==> src/hdl/sync_id_length_frame_parser_defines.svh <==
// assertion macros for the frame parser
// used by the top level; no other dependencies
`ifndef SYNC_ID_LENGTH_FRAME_PARSER_DEFINES_SVH
`define SYNC_ID_LENGTH_FRAME_PARSER_DEFINES_SVH

`ifndef NO_ASSERTIONS
// same-cycle implication, checked on clk outside reset
`define SIDLFP_ASSERT_NOW(lbl, ante, cons) \
	lbl: assert property (@(posedge clk) disable iff (!arst_n) (ante) |-> (cons)) \
		else $error("frame parser check failed");
// next-cycle implication, checked on clk outside reset
`define SIDLFP_ASSERT_NEXT(lbl, ante, cons) \
	lbl: assert property (@(posedge clk) disable iff (!arst_n) (ante) |=> (cons)) \
		else $error("frame parser check failed");
`else
`define SIDLFP_ASSERT_NOW(lbl, ante, cons)
`define SIDLFP_ASSERT_NEXT(lbl, ante, cons)
`endif

`endif

==> src/hdl/sidlfp_pkg.sv <==
// shared types, widths and codes for the frame parser
// no dependencies
`timescale 1ns / 1ps

package sidlfp_pkg;

	// buffer size and field widths
	localparam int MAX_PAYLOAD = 64;
	localparam int BYTE_W      = 8;
	localparam int LEN_W       = 7;
	localparam int POS_W       = 6;
	localparam int CFG_IDX_W   = 2;

	// configuration register indexes
	localparam logic [CFG_IDX_W-1:0] REG_SYNC_VALUE   = 2'd0;
	localparam logic [CFG_IDX_W-1:0] REG_LENGTH_LIMIT = 2'd1;

	// register reset values
	localparam logic [BYTE_W-1:0] SYNC_RESET  = 8'hAA;
	localparam logic [LEN_W-1:0]  LIMIT_RESET = 7'd64;

	// controller states
	localparam int ST_W = 3;
	localparam logic [ST_W-1:0] ST_HUNT = 3'd0;
	localparam logic [ST_W-1:0] ST_ID   = 3'd1;
	localparam logic [ST_W-1:0] ST_LEN  = 3'd2;
	localparam logic [ST_W-1:0] ST_DATA = 3'd3;
	localparam logic [ST_W-1:0] ST_RD   = 3'd4;
	localparam logic [ST_W-1:0] ST_EMIT = 3'd5;

	// controller to datapath commands
	typedef struct packed {
		logic take_id;
		logic take_len;
		logic write_byte;
		logic rd_clear;
		logic issue_read;
		logic load_empty;
		logic load_byte;
	} sidlfp_cmd_t;

	// datapath to controller status
	typedef struct packed {
		logic sync_match;
		logic len_over;
		logic len_zero;
		logic fill_done;
		logic rd_last;
		logic out_free;
	} sidlfp_sts_t;

endpackage

==> src/hdl/sidlfp_ctrl.sv <==
// controller state machine for the frame parser
// depends on sidlfp_pkg
`timescale 1ns / 1ps

module sidlfp_ctrl (
	input  logic                           clk,
	input  logic                           arst_n,
	input  logic                           in_valid,
	output logic                           in_ready,
	input  sidlfp_pkg::sidlfp_sts_t        sts,
	output sidlfp_pkg::sidlfp_cmd_t        cmd,
	output logic [sidlfp_pkg::ST_W-1:0]    state
);

	logic [sidlfp_pkg::ST_W-1:0] state_q;
	logic [sidlfp_pkg::ST_W-1:0] state_d;
	logic                        in_acc;

	assign state  = state_q;
	assign in_acc = in_valid & in_ready;

	// ready per state; the length byte may need the output slot
	always_comb begin
		unique case (state_q)
			sidlfp_pkg::ST_HUNT,
			sidlfp_pkg::ST_ID,
			sidlfp_pkg::ST_DATA: in_ready = 1'b1;
			sidlfp_pkg::ST_LEN:  in_ready = sts.out_free;
			default:             in_ready = 1'b0;
		endcase
	end

	// next state and commands
	always_comb begin
		state_d = state_q;
		cmd     = '0;
		unique case (state_q)
			sidlfp_pkg::ST_HUNT: begin
				if (in_acc && sts.sync_match) state_d = sidlfp_pkg::ST_ID;
			end
			sidlfp_pkg::ST_ID: begin
				if (in_acc) begin
					cmd.take_id = 1'b1;
					state_d     = sidlfp_pkg::ST_LEN;
				end
			end
			sidlfp_pkg::ST_LEN: begin
				if (in_acc) begin
					if (sts.len_over) begin
						state_d = sidlfp_pkg::ST_HUNT;
					end else if (sts.len_zero) begin
						cmd.load_empty = 1'b1;
						state_d        = sidlfp_pkg::ST_HUNT;
					end else begin
						cmd.take_len = 1'b1;
						state_d      = sidlfp_pkg::ST_DATA;
					end
				end
			end
			sidlfp_pkg::ST_DATA: begin
				if (in_acc) begin
					cmd.write_byte = 1'b1;
					if (sts.fill_done) begin
						cmd.rd_clear = 1'b1;
						state_d      = sidlfp_pkg::ST_RD;
					end
				end
			end
			sidlfp_pkg::ST_RD: begin
				cmd.issue_read = 1'b1;
				state_d        = sidlfp_pkg::ST_EMIT;
			end
			sidlfp_pkg::ST_EMIT: begin
				if (sts.out_free) begin
					cmd.load_byte = 1'b1;
					state_d       = sts.rd_last ? sidlfp_pkg::ST_HUNT : sidlfp_pkg::ST_RD;
				end
			end
			default: state_d = sidlfp_pkg::ST_HUNT;
		endcase
	end

	// state register
	always_ff @(posedge clk or negedge arst_n) begin
		if (!arst_n) begin
			state_q <= sidlfp_pkg::ST_HUNT;
		end else begin
			state_q <= state_d;
		end
	end

endmodule

==> src/hdl/sidlfp_dp.sv <==
// datapath for the frame parser: config registers, header hold,
// payload buffer, counters and output register; depends on sidlfp_pkg
`timescale 1ns / 1ps

module sidlfp_dp (
	input  logic                                clk,
	input  logic                                arst_n,
	input  logic [sidlfp_pkg::BYTE_W-1:0]       rx_byte,
	input  logic                                cfg_valid,
	input  logic [sidlfp_pkg::CFG_IDX_W-1:0]    cfg_index,
	input  logic [sidlfp_pkg::BYTE_W-1:0]       cfg_data,
	input  logic                                out_ready,
	output logic                                out_valid,
	output logic [sidlfp_pkg::BYTE_W-1:0]       frame_id,
	output logic [sidlfp_pkg::LEN_W-1:0]        frame_length,
	output logic [sidlfp_pkg::BYTE_W-1:0]       data_byte,
	output logic [sidlfp_pkg::POS_W-1:0]        byte_position,
	output logic                                run_last,
	output logic                                empty_frame,
	input  sidlfp_pkg::sidlfp_cmd_t             cmd,
	output sidlfp_pkg::sidlfp_sts_t             sts
);

	localparam logic [sidlfp_pkg::LEN_W-1:0] MAX_LEN =
		sidlfp_pkg::LEN_W'(sidlfp_pkg::MAX_PAYLOAD);

	logic [sidlfp_pkg::BYTE_W-1:0] sync_value_q;
	logic [sidlfp_pkg::LEN_W-1:0]  length_limit_q;
	logic [sidlfp_pkg::BYTE_W-1:0] held_id_q;
	logic [sidlfp_pkg::LEN_W-1:0]  held_length_q;
	logic [sidlfp_pkg::LEN_W-1:0]  fill_count_q;
	logic [sidlfp_pkg::LEN_W-1:0]  rd_ptr_q;
	logic [sidlfp_pkg::BYTE_W-1:0] rd_data_q;
	logic [sidlfp_pkg::BYTE_W-1:0] payload_mem_q [sidlfp_pkg::MAX_PAYLOAD];
	logic                          out_valid_q;
	logic [sidlfp_pkg::BYTE_W-1:0] frame_id_q;
	logic [sidlfp_pkg::LEN_W-1:0]  frame_length_q;
	logic [sidlfp_pkg::BYTE_W-1:0] data_byte_q;
	logic [sidlfp_pkg::POS_W-1:0]  byte_position_q;
	logic                          run_last_q;
	logic                          empty_frame_q;
	logic [sidlfp_pkg::LEN_W-1:0]  limit;
	logic [sidlfp_pkg::LEN_W-1:0]  fill_next;
	logic [sidlfp_pkg::LEN_W-1:0]  rd_next;

	// limit in force saturates at the buffer size
	assign limit     = (length_limit_q > MAX_LEN) ? MAX_LEN : length_limit_q;
	assign fill_next = fill_count_q + 1'b1;
	assign rd_next   = rd_ptr_q + 1'b1;

	// status toward the controller
	assign sts.sync_match = (rx_byte == sync_value_q);
	assign sts.len_over   = (rx_byte > {1'b0, limit});
	assign sts.len_zero   = (rx_byte == '0);
	assign sts.fill_done  = (fill_next == held_length_q);
	assign sts.rd_last    = (rd_next == held_length_q);
	assign sts.out_free   = !out_valid_q || out_ready;

	// configuration registers; unknown indexes are ignored
	always_ff @(posedge clk or negedge arst_n) begin
		if (!arst_n) begin
			sync_value_q   <= sidlfp_pkg::SYNC_RESET;
			length_limit_q <= sidlfp_pkg::LIMIT_RESET;
		end else if (cfg_valid) begin
			unique case (cfg_index)
				sidlfp_pkg::REG_SYNC_VALUE:   sync_value_q   <= cfg_data;
				sidlfp_pkg::REG_LENGTH_LIMIT: length_limit_q <= cfg_data[sidlfp_pkg::LEN_W-1:0];
				default: ;
			endcase
		end
	end

	// frame header hold and counters
	always_ff @(posedge clk or negedge arst_n) begin
		if (!arst_n) begin
			held_id_q     <= '0;
			held_length_q <= '0;
			fill_count_q  <= '0;
			rd_ptr_q      <= '0;
		end else begin
			if (cmd.take_id) held_id_q <= rx_byte;
			if (cmd.take_len) begin
				held_length_q <= rx_byte[sidlfp_pkg::LEN_W-1:0];
				fill_count_q  <= '0;
			end else if (cmd.write_byte) begin
				fill_count_q  <= fill_next;
			end
			if (cmd.rd_clear) begin
				rd_ptr_q <= '0;
			end else if (cmd.load_byte) begin
				rd_ptr_q <= rd_next;
			end
		end
	end

	// payload buffer with registered read
	always_ff @(posedge clk) begin
		if (cmd.write_byte) payload_mem_q[fill_count_q[sidlfp_pkg::POS_W-1:0]] <= rx_byte;
		if (cmd.issue_read) rd_data_q <= payload_mem_q[rd_ptr_q[sidlfp_pkg::POS_W-1:0]];
	end

	// output request valid
	always_ff @(posedge clk or negedge arst_n) begin
		if (!arst_n) begin
			out_valid_q <= 1'b0;
		end else if (cmd.load_empty || cmd.load_byte) begin
			out_valid_q <= 1'b1;
		end else if (out_ready) begin
			out_valid_q <= 1'b0;
		end
	end

	// output request payload
	always_ff @(posedge clk) begin
		if (cmd.load_empty) begin
			frame_id_q      <= held_id_q;
			frame_length_q  <= '0;
			data_byte_q     <= '0;
			byte_position_q <= '0;
			run_last_q      <= 1'b1;
			empty_frame_q   <= 1'b1;
		end else if (cmd.load_byte) begin
			frame_id_q      <= held_id_q;
			frame_length_q  <= held_length_q;
			data_byte_q     <= rd_data_q;
			byte_position_q <= rd_ptr_q[sidlfp_pkg::POS_W-1:0];
			run_last_q      <= sts.rd_last;
			empty_frame_q   <= 1'b0;
		end
	end

	assign out_valid     = out_valid_q;
	assign frame_id      = frame_id_q;
	assign frame_length  = frame_length_q;
	assign data_byte     = data_byte_q;
	assign byte_position = byte_position_q;
	assign run_last      = run_last_q;
	assign empty_frame   = empty_frame_q;

endmodule

==> src/hdl/sync_id_length_frame_parser.sv <==
// sync/id/length frame parser top: controller plus datapath; uses sidlfp_pkg.
// header and payload bytes are taken one per cycle, the length byte only while the
// output slot is free; an empty frame's request is out in the cycle after its length
// byte. after the last payload byte, each request of the run takes a buffer read (ST_RD,
// registered read port) then a load (ST_EMIT, waits for a free output slot); input is
// held off during the run. reset clears control, sync to 0xAA, limit to 64; the payload buffer is not cleared.
`timescale 1ns / 1ps
`include "sync_id_length_frame_parser_defines.svh"

module sync_id_length_frame_parser (
	input  logic                                clk,
	input  logic                                arst_n,
	input  logic                                in_valid,
	output logic                                in_ready,
	input  logic [sidlfp_pkg::BYTE_W-1:0]       rx_byte,
	input  logic                                cfg_valid,
	output logic                                cfg_ready,
	input  logic [sidlfp_pkg::CFG_IDX_W-1:0]    cfg_index,
	input  logic [sidlfp_pkg::BYTE_W-1:0]       cfg_data,
	output logic                                out_valid,
	input  logic                                out_ready,
	output logic [sidlfp_pkg::BYTE_W-1:0]       frame_id,
	output logic [sidlfp_pkg::LEN_W-1:0]        frame_length,
	output logic [sidlfp_pkg::BYTE_W-1:0]       data_byte,
	output logic [sidlfp_pkg::POS_W-1:0]        byte_position,
	output logic                                run_last,
	output logic                                empty_frame
);

	sidlfp_pkg::sidlfp_cmd_t     cmd;
	sidlfp_pkg::sidlfp_sts_t     sts;
	logic [sidlfp_pkg::ST_W-1:0] state;

	// configuration writes are always taken
	assign cfg_ready = 1'b1;

	// controller
	sidlfp_ctrl u_ctrl (
		.clk      (clk),
		.arst_n   (arst_n),
		.in_valid (in_valid),
		.in_ready (in_ready),
		.sts      (sts),
		.cmd      (cmd),
		.state    (state)
	);

	// datapath
	sidlfp_dp u_dp (
		.clk           (clk),
		.arst_n        (arst_n),
		.rx_byte       (rx_byte),
		.cfg_valid     (cfg_valid),
		.cfg_index     (cfg_index),
		.cfg_data      (cfg_data),
		.out_ready     (out_ready),
		.out_valid     (out_valid),
		.frame_id      (frame_id),
		.frame_length  (frame_length),
		.data_byte     (data_byte),
		.byte_position (byte_position),
		.run_last      (run_last),
		.empty_frame   (empty_frame),
		.cmd           (cmd),
		.sts           (sts)
	);

	// checks
	`SIDLFP_ASSERT_NOW(a_no_input_in_run, (state == sidlfp_pkg::ST_RD) || (state == sidlfp_pkg::ST_EMIT), !in_ready)
	`SIDLFP_ASSERT_NOW(a_last_pos, out_valid && run_last && !empty_frame, ({1'b0, byte_position} + 7'd1) == frame_length)
	`SIDLFP_ASSERT_NOW(a_empty_shape, out_valid && empty_frame, run_last && (frame_length == '0) && (data_byte == '0))
	`SIDLFP_ASSERT_NEXT(a_load_shows, cmd.load_byte || cmd.load_empty, out_valid)

endmodule
==> config.mk <==
export PLATFORM = sky130hd
export DESIGN_NAME = sync_id_length_frame_parser
export DESIGN_NICKNAME = d
export VERILOG_FILES = /design/src/hdl/sidlfp_pkg.sv /design/src/hdl/sidlfp_ctrl.sv /design/src/hdl/sidlfp_dp.sv /design/src/hdl/sync_id_length_frame_parser.sv
export VERILOG_INCLUDE_DIRS = /design/src /design/src/hdl
export SDC_FILE = /design/constraint.sdc
export NUM_CORES = 1
export LEC_CHECK = 0
export ABC_CLOCK_PERIOD_IN_PS = 3800
export BUFFER_PORTS_ARGS = -buffer_cell sky130_fd_sc_hd__buf_2
export CAP_MARGIN = 20
export CELL_PAD_IN_SITES_DETAIL_PLACEMENT = 1
export CELL_PAD_IN_SITES_GLOBAL_PLACEMENT = 1
export CORE_MARGIN = 4
export CORE_UTILIZATION = 55
export CTS_BUF_LIST = sky130_fd_sc_hd__clkbuf_2 sky130_fd_sc_hd__clkbuf_4 sky130_fd_sc_hd__clkbuf_8
export DETAILED_ROUTE_END_ITERATION = 7
export PLACE_DENSITY_LB_ADDON = 0.05
export RECOVER_POWER = 50
export SLEW_MARGIN = 20
export SYNTH_ARGS = -nofsm -noshare
export SYNTH_HDL_FRONTEND = slang
export SYNTH_SLANG_ARGS = --single-unit
export TNS_END_PERCENT = 10
==> constraint.sdc <==
create_clock -name clk -period 3.8 [get_ports clk]
set_input_delay 0.57 -clock clk [delete_from_list [all_inputs] [get_ports clk]]
set_output_delay 0.57 -clock clk [all_outputs]
set_load 0.1 [all_outputs]
==> flow_metrics.py, run 1 <==
metrics = {
    "placement": {
        "placed_area_sq_mm": 0.02496,
        "dp.cells": 1808,
        "io_buffers": 55,
        "globalplace.congestion": 0.8084,
        "place_hpwl_mm": 35.22,
    },
    "synth": {
        "syn_area_per_cell_sq_um": 20.12,
        "synth-edff-count": 528,
        "yosysWarnings": 0,
        "synth_cell_types": 61,
        "netlist_area_sq_mm": 0.02378,
        "ys_seq_elements": 599,
        "synth_cells": 1182,
        "synth_ff_type": "edfxtp_1",
        "syn_nets": 1214,
        "seq_area_frac_synth_pct": 73.68,
        "async_reset_ff_share_pct": 8.013,
    },
    "routing": {
        "drtPass1Iterations": 6,
        "routedWlPerCell_microns": 28.14,
        "post-route-drc-count": 0,
        "avgViaCountPerCell": 6.012,
        "vias": 11950,
        "ant_nets": 0,
        "wl_mm": 55.92,
        "drtIter0Drc": 963,
    },
    "worst_hold_path": {
        "min_from": "cfg_data[7]",
        "hp-class": "in -> reg",
    },
    "critical_path": {
        "timing.critical_path.to_type": "flop",
        "r2r_start": "u_dp.length_limit_q[6]$_DFFE_PN1P_",
        "worstPathRequired_ns": 4.13,
        "path_class": "reg -> reg",
        "startpoint_type": "flop",
        "crit_fanout": 23,
        "worstPathArrival_ns": 3.71,
        "crit_path_start": "u_dp.length_limit_q[6]$_DFFE_PN1P_",
    },
    "layout": {
        "final_util_pct": 63.38,
        "design_area_sq_mm": 0.02682,
        "final_common_cell": "edfxtp_1",
        "layout.cells.non_filler": 1987,
        "syn_to_final_growth_pct": 12.78,
        "drive_gt1_share_pct": 32.29,
        "mostFrequentLayoutCells": "edfxtp_1, mux4_2, clkbuf_8",
        "final_nets": 1361,
    },
    "timing": {
        "worstMarginPinSlew_ns": 1.938,
        "fin_tns_setup_ns": 0,
        "finalCritPeriodShare_pct": 88.96,
        "clock.fmax_mhz": 295.8,
        "finalClockSkew_ns": 0.02452,
        "finalSetupViolations": 0,
        "finalMaxSlewViolations": 376,
        "rsz0062_at_grt": "no",
        "hold_violations": 0,
        "slew-limit-headroom_pct": -29.20,
        "fin_crit_ns": 3.380,
    },
    "clocking": {
        "path_clk_slew_ns": 0.06,
        "cts_root_buffer": "clkbuf_8",
        "cts_tree": "yes",
        "numCtsBuffers": 95,
        "cts_sinks": 599,
        "clkLatencyLatePin_ns": 0.67,
        "htreeDepth": 3,
        "ctsLongestPathBuffers": 3,
    },
    "floorplanning": {
        "fp.dieH_microns": 215.9,
        "dieWidth_microns": 215.9,
        "initial_core_util_pct": 56.20,
        "dieArea_sq_mm": 0.04663,
        "io_pins": 57,
        "coreArea_sq_mm": 0.04232,
        "rows": 75,
    },
    "power": {
        "p_per_area_mw_per_mm2": 633.7,
        "p_sw_mw": 4.963,
        "peakVddDrop_v": 0.0003539,
        "pwr-share-seq_pct": 46.5,
        "power_frac_clock_pct": 31.9,
        "p_leak_nw": 8.701,
        "internal-power_mw": 12.03,
        "combPwrFrac_pct": 21.6,
        "p_sw_share_pct": 29.20,
    },
    "job": {
        "drv_cap": 7,
    },
    "run_status": {
        "status": "complete, but fails checks",
        "violations": "capacitance limit, slew limit",
    },
    "global_route": {
        "grt_pass1_vias": 12710,
        "grt-ovfl-total": 0,
        "antenna_found_initial": 1,
        "grt_first_pass_wirelength_mm": 84.37,
        "grt_max_degree": 69,
        "globalRouteTotalUtil_pct": 24.64,
    },
}
## state kept, by name (all words and copies together), names as in the netlist, 7 cells and up
signal and flops:
u_dp.data_byte 8, u_dp.fill_count_q 7, u_dp.frame_id 8, u_dp.frame_length 7
u_dp.held_id_q 8, u_dp.held_length_q 7, u_dp.length_limit_q 7, u_dp.payload_mem_q 512
u_dp.rd_data_q 8, u_dp.rd_ptr_q 7, u_dp.sync_value_q 8
## layer usage
layer | track usage (%) | wire length (microns)
met1 | 35.71 | 23950
met2 | 38.81 | 27380
met3 | 4.937 | 3374
met4 | 7.425 | 1217
met5 | 0 | 0
## per-stage QoR
step,setup slack (ns),power (mW),hold slack (ns)
2_1_floorplan,0.8233,10.56,0.2744
3_5_place_dp,0.4491,11.74,0.4343
5_1_grt,0.3125,17.73,0.1066
6_report,0.4196,17.00,0.1388
3_3_place_gp,0.5312,11.65,0.4415
4_1_cts,0.4343,17.17,0.08654
## kinds of logic (layout without fill, tap and decap cells)
kind of cell	count (synthesis)	count (layout)	share of synthesized area (%)
AO/OA/AOI/OAI	71	71	2.278
XOR/XNOR	33	33	1.278
adder cells (fa/ha/maj)	9	9	0.4735
buffers and inverters	70	297	1.520
flip-flops	599	599	73.68
multiplexers	190	190	16.57
other	1	2	0.01577
AND/OR/NAND/NOR	209	209	4.183
## final cells by class
cell class / instances / area [sq um]
clock buffers: 136 / 1665
repair buffers: 113 / 742.0
inverters: 7 / 26.28
clock inverters: 41 / 234.0
fillers: 3588 / 15500
diodes: 1 / 2.502
well taps: 577 / 721.9
multi-input cells: 513 / 5898
flip-flops and latches: 599 / 17530
## final timing paths
check,endpoint,slack (ns),depth (start not counted)
hold reg to reg,u_dp.frame_id[2]$_DFFE_PP_,0.45,0
setup / recovery,u_dp.frame_id[5]$_DFFE_PP_,0.42,9
hold / removal,u_dp.sync_value_q[7]$_DFFE_PN1P_,0.14,2
min in group asynchronous,u_dp.held_id_q[0]$_DFFE_PN0P_,0.62,2
setup reg to reg,u_dp.frame_id[5]$_DFFE_PP_,0.42,9
max in group asynchronous,u_dp.length_limit_q[5]$_DFFE_PN0P_,0.99,3
## timing repair
action                                 CTS  global route
resized for setup                        0             0
endpoints found under the hold margin   17             0
hold buffers                             1             0
setup buffers                            0             0
## Yosys cell counts, drive strengths merged (6+ instances only)
library cell / n / area [sq um]
xnor2: 21 / 183.9
dfrtp: 43 / 1076
nand2: 35 / 131.4
ha: 9 / 112.6
a22o: 22 / 195.2
xor2: 11 / 96.34
dfxtp: 23 / 460.4
nor2: 97 / 364.1
buf: 30 / 196.4
o21ai: 9 / 45.04
o22ai: 8 / 50.05
a22oi: 8 / 60.06
mux4: 160 / 3603
nand3: 16 / 80.08
and3: 6 / 42.54
mux2: 30 / 337.8
nor2b: 8 / 50.05
inv: 7 / 26.28
a21oi: 8 / 40.04
clkbuf: 32 / 130.1
edfxtp: 528 / 15860
## power by group through the flow
stage	clock network [mW]	registers, mW	logic, mW
floorplan	0	8.18	2.38
global placement	0	8.02	3.63
detailed placement	0	8.03	3.71
CTS	5.54	7.90	3.73
global route	5.89	7.95	3.88
finish	5.43	7.91	3.66
## worst max-delay path: stages (launching register included)
cell	delay [ns]
dfstp_2	0.54
inv_1	0.11
nand2_1	0.09
ha_1	0.25
and3_4	0.20
a221o_1	0.35
a2111o_1	0.42
a2111o_1	0.50
and2_4	0.28
inv_1	0.30
(Power assumes the default switching activity.)
==> inputs of run 2 (changes only) <==
- GPL_TIMING_DRIVEN: unset -> 0
- PLACE_DENSITY_LB_ADDON: 0.05 -> 0.15
==> flow_metrics.py, run 2 (synthesis gave the netlist of run 1 again) <==
metrics = {
    "clocking": {
        "numCtsBuffers": 93,
        "cts_setup_buffers": 0,
        "path_clk_slew_ns": 0.07,
        "ctsLongestPathBuffers": 3,
        "cts_tree": "yes",
        "htreeDepth": 3,
        "clkLatencyLatePin_ns": 0.67,
        "cts_sinks": 599,
        "cts_root_buffer": "clkbuf_8",
    },
    "timing": {
        "finalCritPeriodShare_pct": 98.17,
        "hold_violations": 0,
        "slew-limit-headroom_pct": -84.84,
        "hold_slack_ns": 0.1499,
        "clock.fmax_mhz": 268.1,
        "worstMarginPinSlew_ns": 2.773,
        "finalMaxSlewViolations": 49,
        "fin_tns_setup_ns": 0,
        "fin_crit_ns": 3.731,
        "finalSetupViolations": 0,
        "rsz0062_at_grt": "no",
        "finalClockSkew_ns": 0.03790,
    },
    "placement": {
        "place_hpwl_mm": 39.01,
        "globalplace.congestion": 0.8162,
        "dp.cells": 1814,
        "io_buffers": 55,
    },
    "layout": {
        "mostFrequentLayoutCells": "edfxtp_1, mux4_2, nor2_1",
        "drive_gt1_share_pct": 30.26,
        "largest_reg_flops": 512,
        "fillerInstances": 3586,
        "diodes": 0,
        "layout.cells.non_filler": 1988,
        "final_common_cell": "edfxtp_1",
        "syn_to_final_growth_pct": 12.15,
        "final_nets": 1365,
    },
    "floorplanning": {
        "fp.dieH_microns": 215.9,
        "coreArea_sq_mm": 0.04232,
        "dieWidth_microns": 215.9,
        "dieArea_sq_mm": 0.04663,
        "rows": 75,
        "io_pins": 57,
        "initial_core_util_pct": 56.20,
    },
    "global_route": {
        "antenna_found_initial": 1,
        "globalRouteTotalUtil_pct": 26.68,
        "grt-ovfl-total": 0,
        "grt_pass1_vias": 13050,
        "grt_first_pass_wirelength_mm": 89.27,
        "grt_max_degree": 70,
    },
    "routing": {
        "wl_mm": 61.15,
        "avgViaCountPerCell": 6.260,
        "drtPass1Iterations": 5,
        "drtIter0Drc": 1482,
        "ant_nets": 0,
        "post-route-drc-count": 0,
        "routedWlPerCell_microns": 30.76,
        "vias": 12440,
    },
    "worst_hold_path": {
        "holdPathStages": 2,
        "hp-class": "in -> reg",
    },
    "power": {
        "total_power_mw": 17.29,
        "p_leak_nw": 8.619,
        "p_per_area_mw_per_mm2": 648.0,
        "peakVddDrop_v": 0.0004119,
    },
    "critical_path": {
        "timing.critical_path.to_type": "flop",
        "worstPathArrival_ns": 4.14,
        "r2r_slack_ns": 0.07,
        "crit_fanout": 10,
        "path_class": "reg -> reg",
        "ff2ff_path_depth": 7,
        "startpoint_type": "flop",
        "worstPathRequired_ns": 4.21,
    },
    "run_status": {
        "violations": "capacitance limit, slew limit",
        "status": "complete, but fails checks",
    },
    "job": {
        "drv_cap": 1,
    },
}
-- run 2: final timing paths --
kind	from	to
max in group asynchronous	arst_n	u_dp.length_limit_q[3]$_DFFE_PN0P_
worst max-delay path	u_dp.rd_ptr_q[1]$_DFFE_PN0P_	u_dp.rd_data_q[2]$_DFFE_PP_
worst min register to register	u_dp.rd_data_q[6]$_DFFE_PP_	u_dp.data_byte[6]$_SDFFE_PP0P_
worst max register to register	u_dp.rd_ptr_q[1]$_DFFE_PN0P_	u_dp.rd_data_q[2]$_DFFE_PP_
worst min-delay path	cfg_data[7]	u_dp.sync_value_q[7]$_DFFE_PN1P_
min in group asynchronous	arst_n	u_dp.held_id_q[7]$_DFFE_PN0P_
-- run 2: through the flow --
step / setup WS, ns / util (%) / area [sq um]
after floorplan: 0.8233 / - / 23780
after global placement: -0.5864 / 58.55 / 24780
after detailed placement: -0.1953 / 58.61 / 24810
after CTS: 0.08224 / 63.07 / 26690
after global routing: 0.002083 / 63.02 / 26670
final: 0.06944 / 63.02 / 26670
-- run 2: layer usage --
layer / vias up / routed length [microns] / GRT usage [%]
met5: - / 13 / 0
met2: 635 / 30450 / 43.18
met3: 106 / 5652 / 7.637
met4: 2 / 1455 / 7.190
met1: 6584 / 23580 / 36.35
li1: 5117 / - / -
-- run 2: critical path, cell delays in order, from the launching register on --
cell	delay, ns
dfrtp_1	0.36
clkbuf_1	0.28
clkbuf_1	0.46
clkbuf_1	0.88
mux4_2	0.48
mux4_2	0.49
o22ai_1	0.44
nor2_1	0.07
-- run 2: area by class of cell --
cell class	count	area, sq um	area share [%]
Buffer	63	342.8	1.285
Multi-Input combinational cell	513	5897	22.11
Sequential cell	599	17520	65.70
Timing Repair Buffer	56	286.5	1.074
Inverter	7	26.28	0.09851
Tap cell	577	721.9	2.707
Clock buffer	125	1533	5.746
Clock inverter	48	342.8	1.285
-- run 2: repair_timing --
item,4_1_cts,5_1_grt
endpoints found under the hold margin,43,0
hold buffers,1,0
endpoints found under the setup margin,0,3
gates resized for setup,0,6
-- run 2: where the power goes --
group          total [mW]  internal (mW)  switching (mW)  leakage, nW
Clock                5.48           2.97            2.51        0.988
Sequential           7.67           7.47           0.209         5.52
Combinational        4.13           1.61            2.53         2.11
==> inputs of run 3 (changes only) <==
- SYNTH_HIERARCHICAL: unset -> 1
==> flow_metrics.py, run 3 <==
metrics = {
    "timing": {
        "finalCritPeriodShare_pct": 97.91,
        "fin_crit_ns": 3.720,
        "hold_slack_ns": 0.1534,
        "slew-limit-headroom_pct": -85.20,
        "finalSetupViolations": 0,
        "finalMaxSlewViolations": 49,
        "hold_violations": 0,
        "clock.fmax_mhz": 268.8,
        "worstMarginPinSlew_ns": 2.778,
        "finalClockSkew_ns": 0.02156,
    },
    "critical_path": {
        "startpoint_type": "flop",
        "cp_slowest_stage_delay_ns": 1.03,
        "timing.critical_path.to_type": "flop",
        "cpMostUsedCell": "nor2_1",
        "crit_fanout": 10,
        "worstPathRequired_ns": 4.08,
        "worstPathArrival_ns": 4.00,
        "path_class": "reg -> reg",
        "cp_cell_sequence": "buf_2 > nand2b_1 > nor2_1 > clkbuf_1 > nand3_1 > nor2_1",
        "slowest_stage": "nor2_1",
    },
    "layout": {
        "mostFrequentLayoutCells": "edfxtp_1, nor2_1, mux4_2",
        "syn_to_final_growth_pct": 12.42,
        "final_util_pct": 63.18,
        "drive_gt1_share_pct": 26.27,
        "fillerInstances": 3663,
        "multi_input_area_sq_mm": 0.005879,
        "final_nets": 1488,
        "layout.cells.non_filler": 2111,
        "final_common_cell": "edfxtp_1",
        "diodes": 0,
        "final-seq-area_sq_mm": 0.01752,
        "largest_reg_flops": 512,
    },
    "worst_hold_path": {
        "hp-class": "in -> reg",
    },
    "synth": {
        "async_reset_ff_share_pct": 8.013,
        "synth_cell_types": 58,
        "syn_nets": 1331,
        "synthAdderAreaFrac_pct": 0.4735,
        "synthSimpleGateAreaFrac_pct": 5.045,
        "synth_compound_area_share_pct": 3.146,
        "synth-xor-area-share_pct": 1.326,
        "synth_top_family_by_area": "multiplexers",
        "synth_cells": 1299,
        "netlist_area_sq_mm": 0.02378,
        "yosys.area.top_type": "edfxtp_1",
        "synth.area.mux_share_pct": 14.57,
        "ys_seq_elements": 599,
        "yosysWarnings": 6,
        "synth_common_cells": "edfxtp_1, nor2_1, mux4_2",
        "synth-edff-count": 528,
        "syn_area_per_cell_sq_um": 18.31,
        "yosysMostFrequentCell": "edfxtp_1",
        "synth_ff_type": "edfxtp_1",
        "synth_area_leaders": "edfxtp_1, mux4_2, dfrtp_1",
        "synth_top_cell_area_share_pct": 66.67,
        "seq_area_frac_synth_pct": 73.68,
    },
    "power": {
        "p_sw_mw": 5.508,
        "p_sw_share_pct": 31.42,
        "pwr-share-seq_pct": 43.8,
        "combPwrFrac_pct": 25.4,
        "p_leak_nw": 8.696,
        "peakVddDrop_v": 0.0005070,
        "power_frac_clock_pct": 30.8,
        "internal-power_mw": 12.02,
        "p_per_area_mw_per_mm2": 655.7,
    },
    "routing": {
        "avgViaCountPerCell": 6.221,
        "dr_wl_met3_mm": 5.245,
        "top_layer": "met4",
        "routedWlPerCell_microns": 29.23,
        "wl_mm": 61.70,
        "drt-met1-wl_mm": 25.05,
        "vias": 13130,
        "wl_met2_mm": 29.42,
        "post-route-drc-count": 0,
        "drtIter0Drc": 1394,
        "ant_nets": 0,
        "drtPass1Iterations": 5,
    },
    "placement": {
        "globalplace.congestion": 0.9782,
        "place_hpwl_mm": 38.92,
        "dp.cells": 1931,
        "io_buffers": 55,
    },
    "floorplanning": {
        "initial_core_util_pct": 56.20,
        "coreArea_sq_mm": 0.04232,
        "fp.dieH_microns": 215.9,
        "dieWidth_microns": 215.9,
        "dieArea_sq_mm": 0.04663,
        "rows": 75,
        "io_pins": 57,
    },
    "clocking": {
        "htreeDepth": 3,
        "cts_root_buffer": "clkbuf_8",
        "path_clk_slew_ns": 0.06,
        "clkLatencyLatePin_ns": 0.67,
        "numCtsBuffers": 95,
        "cts_tree": "yes",
        "cts_sinks": 599,
        "ctsLongestPathBuffers": 3,
    },
    "global_route": {
        "globalRouteTotalUtil_pct": 26.91,
        "grt-ovfl-total": 0,
        "grt_first_pass_wirelength_mm": 91.76,
        "grt_max_degree": 70,
        "grt_pass1_vias": 13850,
        "antenna_found_initial": 2,
    },
    "run_status": {
        "violations": "capacitance limit, slew limit",
        "status": "complete, but fails checks",
    },
    "job": {
        "drv_cap": 1,
    },
}
run 3: changes by cell type in the layout (fill, tap and decap cells not counted), moves of 9 or more:
cell      previous run  this run
o22ai_1              8        54
mux2i_1              0        41
mux4_2             160       119
nor2_1              97       130
a22o_1              20         0
a21oi_1              8        24
buf_4               10        24
nand2b_1             3        12
run 3: layer usage:
| layer | GRT usage [%] | vias to the layer above |
|---|---|---|
| met4 | 9.025 | 0 |
| met5 | 0 | - |
| met2 | 41.55 | 599 |
| li1 | - | 5506 |
| met1 | 38.27 | 6911 |
| met3 | 6.864 | 117 |
run 3: final timing paths:
path / start / to / slack [ns] / depth (start not counted)
min reg2reg: u_dp/held_id_q[5]$_DFFE_PN0P_ / u_dp/frame_id[5]$_DFFE_PP_ / 0.45 / 0
max in group asynchronous: arst_n / u_dp/length_limit_q[2]$_DFFE_PN0P_ / 0.88 / 2
max: u_ctrl/state[2]$_DFFE_PN0P_ / u_dp/payload_mem_q[21][3]$_DFFE_PP_ / 0.08 / 6
min in group asynchronous: arst_n / u_dp/held_id_q[3]$_DFFE_PN0P_ / 1.32 / 2
max reg2reg: u_ctrl/state[2]$_DFFE_PN0P_ / u_dp/payload_mem_q[21][3]$_DFFE_PP_ / 0.08 / 6
min: cfg_data[7] / u_dp/sync_value_q[7]$_DFFE_PN1P_ / 0.15 / 2
run 3: cells by family after synthesis:
| family | count (synthesis) |
|---|---|
| flip-flops | 599 |
| multiplexers | 193 |
| XOR/XNOR | 36 |
| buffers and inverters | 81 |
| AO/OA/AOI/OAI | 118 |
| other | 1 |
| AND/OR/NAND/NOR | 262 |
| adder cells (fa/ha/maj) | 9 |
run 3: layout make-up:
type	instances	area share, %
timing repair buffer	60	1.189
clock inverter	46	1.058
buffer	73	1.474
sequential	599	65.54
clock buffer	129	5.938
multi-input combinational	619	21.99
tap	577	2.700
inverter	8	0.1123
run 3: stage by stage:
| stage | TNS [ns] | setup slack, ns | power, mW | cell area, sq um |
|---|---|---|---|---|
| final | 0 | 0.07953 | 17.53 | 26740 |
| after global routing | -0.03739 | -0.02338 | 18.27 | 26740 |
| after CTS | 0 | 0.04070 | 17.65 | 26710 |
| after detailed placement | -25.82 | -0.9291 | 12.25 | 24820 |
| after global placement | -38.17 | -1.173 | 12.11 | 24780 |
| after floorplan | 0 | 0.4076 | 10.90 | 23780 |
run 3: timing repair:
action | in CTS | in global routing
pin swaps | 0 | 3
buffers inserted | 0 | 4
resized for setup | 3 | 12
hold endpoints to repair | 43 | 0
setup endpoints to repair | 18 | 43
hold buffers | 1 | 0
run 3: worst max-delay path, delay by kind of cell, from the launching register on:
family / cells / cell delay, ns
and+or+nand+nor: 4 / 2.29
buffers and inverters: 2 / 0.63
DFF: 1 / 0.41
run 3: power by group through the flow:
stage / Clock (mW) / Combinational (mW) / Sequential [mW]
after floorplan: 0 / 2.55 / 8.35
after global placement: 0 / 4.31 / 7.80
after detailed placement: 0 / 4.43 / 7.82
after CTS: 5.51 / 4.45 / 7.68
after global routing: 5.85 / 4.71 / 7.71
final: 5.40 / 4.45 / 7.68
